$ cat config.mk
export PLATFORM = sky130hd
export DESIGN_NAME = at2d_mat
export DESIGN_NICKNAME = d
export VERILOG_FILES = /design/src/rtl/core/at2d_pkg.sv /design/src/rtl/core/at2d_mat.sv
export SDC_FILE = /design/constraint.sdc
export NUM_CORES = 1
export LEC_CHECK = 0
export ABC_CLOCK_PERIOD_IN_PS = 2100
export BUFFER_PORTS_ARGS = -buffer_cell sky130_fd_sc_hd__buf_4
export CORE_ASPECT_RATIO = 0.6
export CORE_MARGIN = 2
export CORE_UTILIZATION = 32
export CTS_CLUSTER_SIZE = 25
export DETAILED_ROUTE_END_ITERATION = 8
export SYNTH_ARGS = -nofsm -noshare
export SYNTH_HDL_FRONTEND = slang
export SYNTH_SLANG_ARGS = --single-unit
$ cat constraint.sdc
create_clock -name i_clk -period 2.1 [get_ports i_clk]
set_input_delay 0.21 -clock i_clk [delete_from_list [all_inputs] [get_ports i_clk]]
set_output_delay 0.21 -clock i_clk [all_outputs]
set_load 0.005 [all_outputs]
$ cat src/rtl/core/at2d_pkg.sv
// shared types, constants and helpers for the 2d affine transform unit
package at2d_pkg;

    localparam int WORD_W       = 32;
    localparam int DIM          = 3;
    localparam int FRAC_BITS_DF = 16;
    localparam int COL_W        = $clog2(DIM);

    typedef enum logic [1:0] {
        OP_APPLY   = 2'd0,
        OP_COMPOSE = 2'd1,
        OP_LOAD    = 2'd2,
        OP_IDENT   = 2'd3
    } t_op;

    typedef logic signed [WORD_W-1:0] t_word;
    typedef t_word t_vec [DIM];
    typedef t_word t_mat [DIM][DIM];

    // matrix store control from the issue and merge logic
    typedef struct packed {
        logic             load;
        logic             ident;
        logic             cmp_we;
        logic [COL_W-1:0] cmp_col;
    } t_mat_ctl;

    // fixed-point 1.0 for a given number of fraction bits
    function automatic t_word fx_one(input int frac);
        logic [2*WORD_W-1:0] v;
        begin
            v = 64'd1 << frac;
            return t_word'(v[WORD_W-1:0]);
        end
    endfunction

endpackage

$ cat src/rtl/core/at2d_mat.sv
// current matrix store with load, identity and column-wise compose commit
module at2d_mat
    import at2d_pkg::*;
#(
    parameter int FRAC_BITS = FRAC_BITS_DF
) (
    input  logic     i_clk,
    input  logic     i_rst_n,
    input  t_mat_ctl i_ctl,
    input  t_mat     i_ld,
    input  t_vec     i_res,
    output t_mat     o_m
);

    localparam t_word ONE = fx_one(FRAC_BITS);
    localparam logic [COL_W-1:0] LAST_COL = COL_W'(DIM - 1);

    t_mat  r_m;
    t_word r_buf [DIM][DIM-1];
    logic  last;

    assign last = i_ctl.cmp_we && (i_ctl.cmp_col == LAST_COL);

    // earlier columns of a compose wait here until the last one arrives
    always_ff @(posedge i_clk) begin
        if (i_ctl.cmp_we) begin
            for (int r = 0; r < DIM; r++) begin
                for (int j = 0; j < DIM - 2; j++) begin
                    r_buf[r][j] <= r_buf[r][j+1];
                end
                r_buf[r][DIM-2] <= i_res[r];
            end
        end
    end

    always_ff @(posedge i_clk) begin
        if (!i_rst_n || i_ctl.ident) begin
            for (int r = 0; r < DIM; r++) begin
                for (int c = 0; c < DIM; c++) begin
                    r_m[r][c] <= (r == c) ? ONE : '0;
                end
            end
        end else if (i_ctl.load) begin
            r_m <= i_ld;
        end else if (last) begin
            for (int r = 0; r < DIM; r++) begin
                for (int c = 0; c < DIM - 1; c++) begin
                    r_m[r][c] <= r_buf[r][c];
                end
                r_m[r][DIM-1] <= i_res[r];
            end
        end
    end

    assign o_m = r_m;

endmodule

==> impl_metrics.env <==
export IMPL_synth_cell_type_count=16
export IMPL_detailroute_via_count=16500
export IMPL_grt_antenna_before_repair=5
export IMPL_max_cap_violations=0
export IMPL_die_w_um=327
export IMPL_clockBufferDepth=3
export IMPL_setup_violations=0
export IMPL_yosysTopAreaCellShare_pct=28.8
export IMPL_postCtsSetupBuffers=0
export IMPL_placed_cells=2911
export IMPL_netlist_instances=1508
export IMPL_cts_htree_levels=2
export IMPL_cts_sinks=480
export IMPL_first_iter_violations=790
export IMPL_initial_utilization_pct=32.6
export IMPL_required_ns=2.57
export IMPL_grt_pass1_vias=17300
export IMPL_critPathKind="in2reg"
export IMPL_antenna_left=0
export IMPL_powerDensity_nw_per_um2=759
export IMPL_crit_path_top_delay_cell="dlygate4sd3_1"
export IMPL_max_vdd_ir_drop_uv=500
export IMPL_timing_hold_ws_ns=0.0344
export IMPL_max_stage_delay_ns=0.56
export IMPL_finalNetCount=2862
export IMPL_postLayoutSetupSlackWorst_ns=0.441
export IMPL_worst_slew_pin_transition_ns=1.02
export IMPL_wl_per_cell_um=21.4
export IMPL_crit_path_end_kind="flip-flop"
export IMPL_grtUsageTotal_pct=21.2
export IMPL_fp_row_count=70
export IMPL_final_setup_skew_ns=0.0236
export IMPL_cts_repair_resize_count=0
export IMPL_maxClockFrequency_mhz=603
export IMPL_core_region_area_um2=61300
export IMPL_syn_cell_area_um2=20000
export IMPL_maxSlewViolCount=0
export IMPL_cp_common_cell="dlygate4sd3_1"
export IMPL_p_total_mw=23.6
export IMPL_synth_ff_latch_count=480
export IMPL_postSynthAreaPerCell_um2=13.3
export IMPL_layout_cells_most_common="buf_4"
export IMPL_drtPass1Iterations=4
export IMPL_status="finished, final reports clean"
export IMPL_ys_top_cells_by_area="dfxtp_1 (29%), edfxtp_1 (29%), mux2i_1 (14%)"
export IMPL_die_h_um=198
export IMPL_grt_pass1_wl_um=106000
export IMPL_max_slew_margin_pct=32.1
export IMPL_rsz0062_at_grt="no"
export IMPL_final_cell_count_no_fill=3342
export IMPL_drc=0
export IMPL_fin_crit_ns=1.66
export IMPL_worstSkewPairLatency_ns=0.59
export IMPL_fin_tns_setup_ns=0
export IMPL_gpl_final_weighted_congestion=0.855
export IMPL_gr_total_overflow=0
export IMPL_place_port_buffers=678
export IMPL_seq_area_frac_synth_pct=57.7
export IMPL_holdBufCountCts=338
export IMPL_clock_tree_root_cell="clkbuf_16"
export IMPL_cts_buffers_inserted=48
export IMPL_layout_cells_most_common_list="buf_4 (713), dlygate4sd3_1 (338), mux2i_1 (288), dfxtp_1 (288), nor3_1 (285)"
export IMPL_report_final_hold_viol_count=0
export IMPL_worstPathCellList="dlygate4sd3_1 -> buf_4 -> nand2b_4 -> nor4_1 -> a31oi_1 -> dlygate4sd3_1"
export IMPL_tritoncts="done"
export IMPL_timing_final_crit_share_pct=79.0
export IMPL_drive_above_1_share_pct=41.4
export IMPL_critPathLaunchType="primary input"
export IMPL_top_level_ports=679
export IMPL_hold_path_class="in2reg"
export IMPL_grt_max_degree=125
export IMPL_drt_vias_per_instance=4.93
export IMPL_netlist_top_cell_by_area="dfxtp_1"
export IMPL_yosysWarnings=0
export IMPL_synth_net_count=1899
export IMPL_wirelength_um=71500
export IMPL_die_area_um2=64600
export IMPL_area_growth_pct=55.4
export IMPL_critPathMaxFanout=17
export IMPL_critPathArrivalTime_ns=2.13
export IMPL_detailedPlace_worstSlack_ns=0.118
export IMPL_leakagePower_nw=12.8
export IMPL_hpwl_um=49000
export IMPL_clkTransAtPathRegs_ns=0.07
registers in the layout, summed over array words and instances (netlist names):
| register | count |
|---|---|
| o_m | 288 |
| r_buf | 192 |
per-layer routing:
layer	vias to the layer above	wire (µm)	part of all wire (%)	GRT usage, %
met5	-	20	0.028	0
met4	2	2270	3.2	7.17
met3	131	4200	5.9	5.15
met2	476	33300	47	34.1
met1	8112	31700	44	28.0
li1	7750	-	-	-
logic make-up after synthesis:
kind of cell    Yosys count  synth area share, %
flops                   480                 57.7
buf+inv                 160                 4.23
mux                     288                 14.4
compound gates          288                 16.3
simple gates            292                 7.37
cell usage after synthesis:
cell type,n
dfxtp_1,288
mux2i_1,288
nor3_1,285
a211oi_2,220
edfxtp_1,192
clkbuf_1,88
a211oi_1,65
buf_2,46
buf_6,25
a31oi_1,3
nor4_1,3
and3b_1,1
buf_1,1
nand2b_1,1
nor2b_1,1
or2_1,1
through the flow:
stage | instance area (µm²) | util, %
floorplan | 20000 | -
global placement | 26000 | 42.4
detailed placement | 26000 | 42.4
CTS | 31100 | 50.7
global route | 31100 | 50.7
finish | 31100 | 50.7
area by class of cell:
type,instances,area [µm²]
multi-input combinational,868,7630
sequential,480,11500
timing repair buffer,1073,9170
antenna,3,7.51
tap,828,1040
clock inverter,25,330
fill,5276,30200
clock buffer,65,1370
power by group:
group	total [mW]	switching (mW)	leakage (nW)	internal, mW
clock network	9.35	3.88	0.837	5.47
registers	10.6	0.340	4.24	10.3
logic	3.59	1.68	7.68	1.91
total	23.6	5.90	12.8	17.7
worst paths after layout:
check          startpoint            to  slack, ns  depth (start not counted)
max              i_ctl[3]      o_m[272]       0.44                          6
max reg2reg  r_buf[0][48]      o_m[272]       0.51                          3
min reg2reg  r_buf[2][28]  r_buf[2][60]       0.45                          0
min             i_ld[113]      o_m[113]       0.03                          3
worst max-delay path, delay by kind of cell:
family | cells | cell delay, ns
and+or+nand+nor | 2 | 0.60
buffers and inverters | 3 | 1.25
AOI/OAI and AO/OA | 1 | 0.06
(Power assumes the default switching activity.)
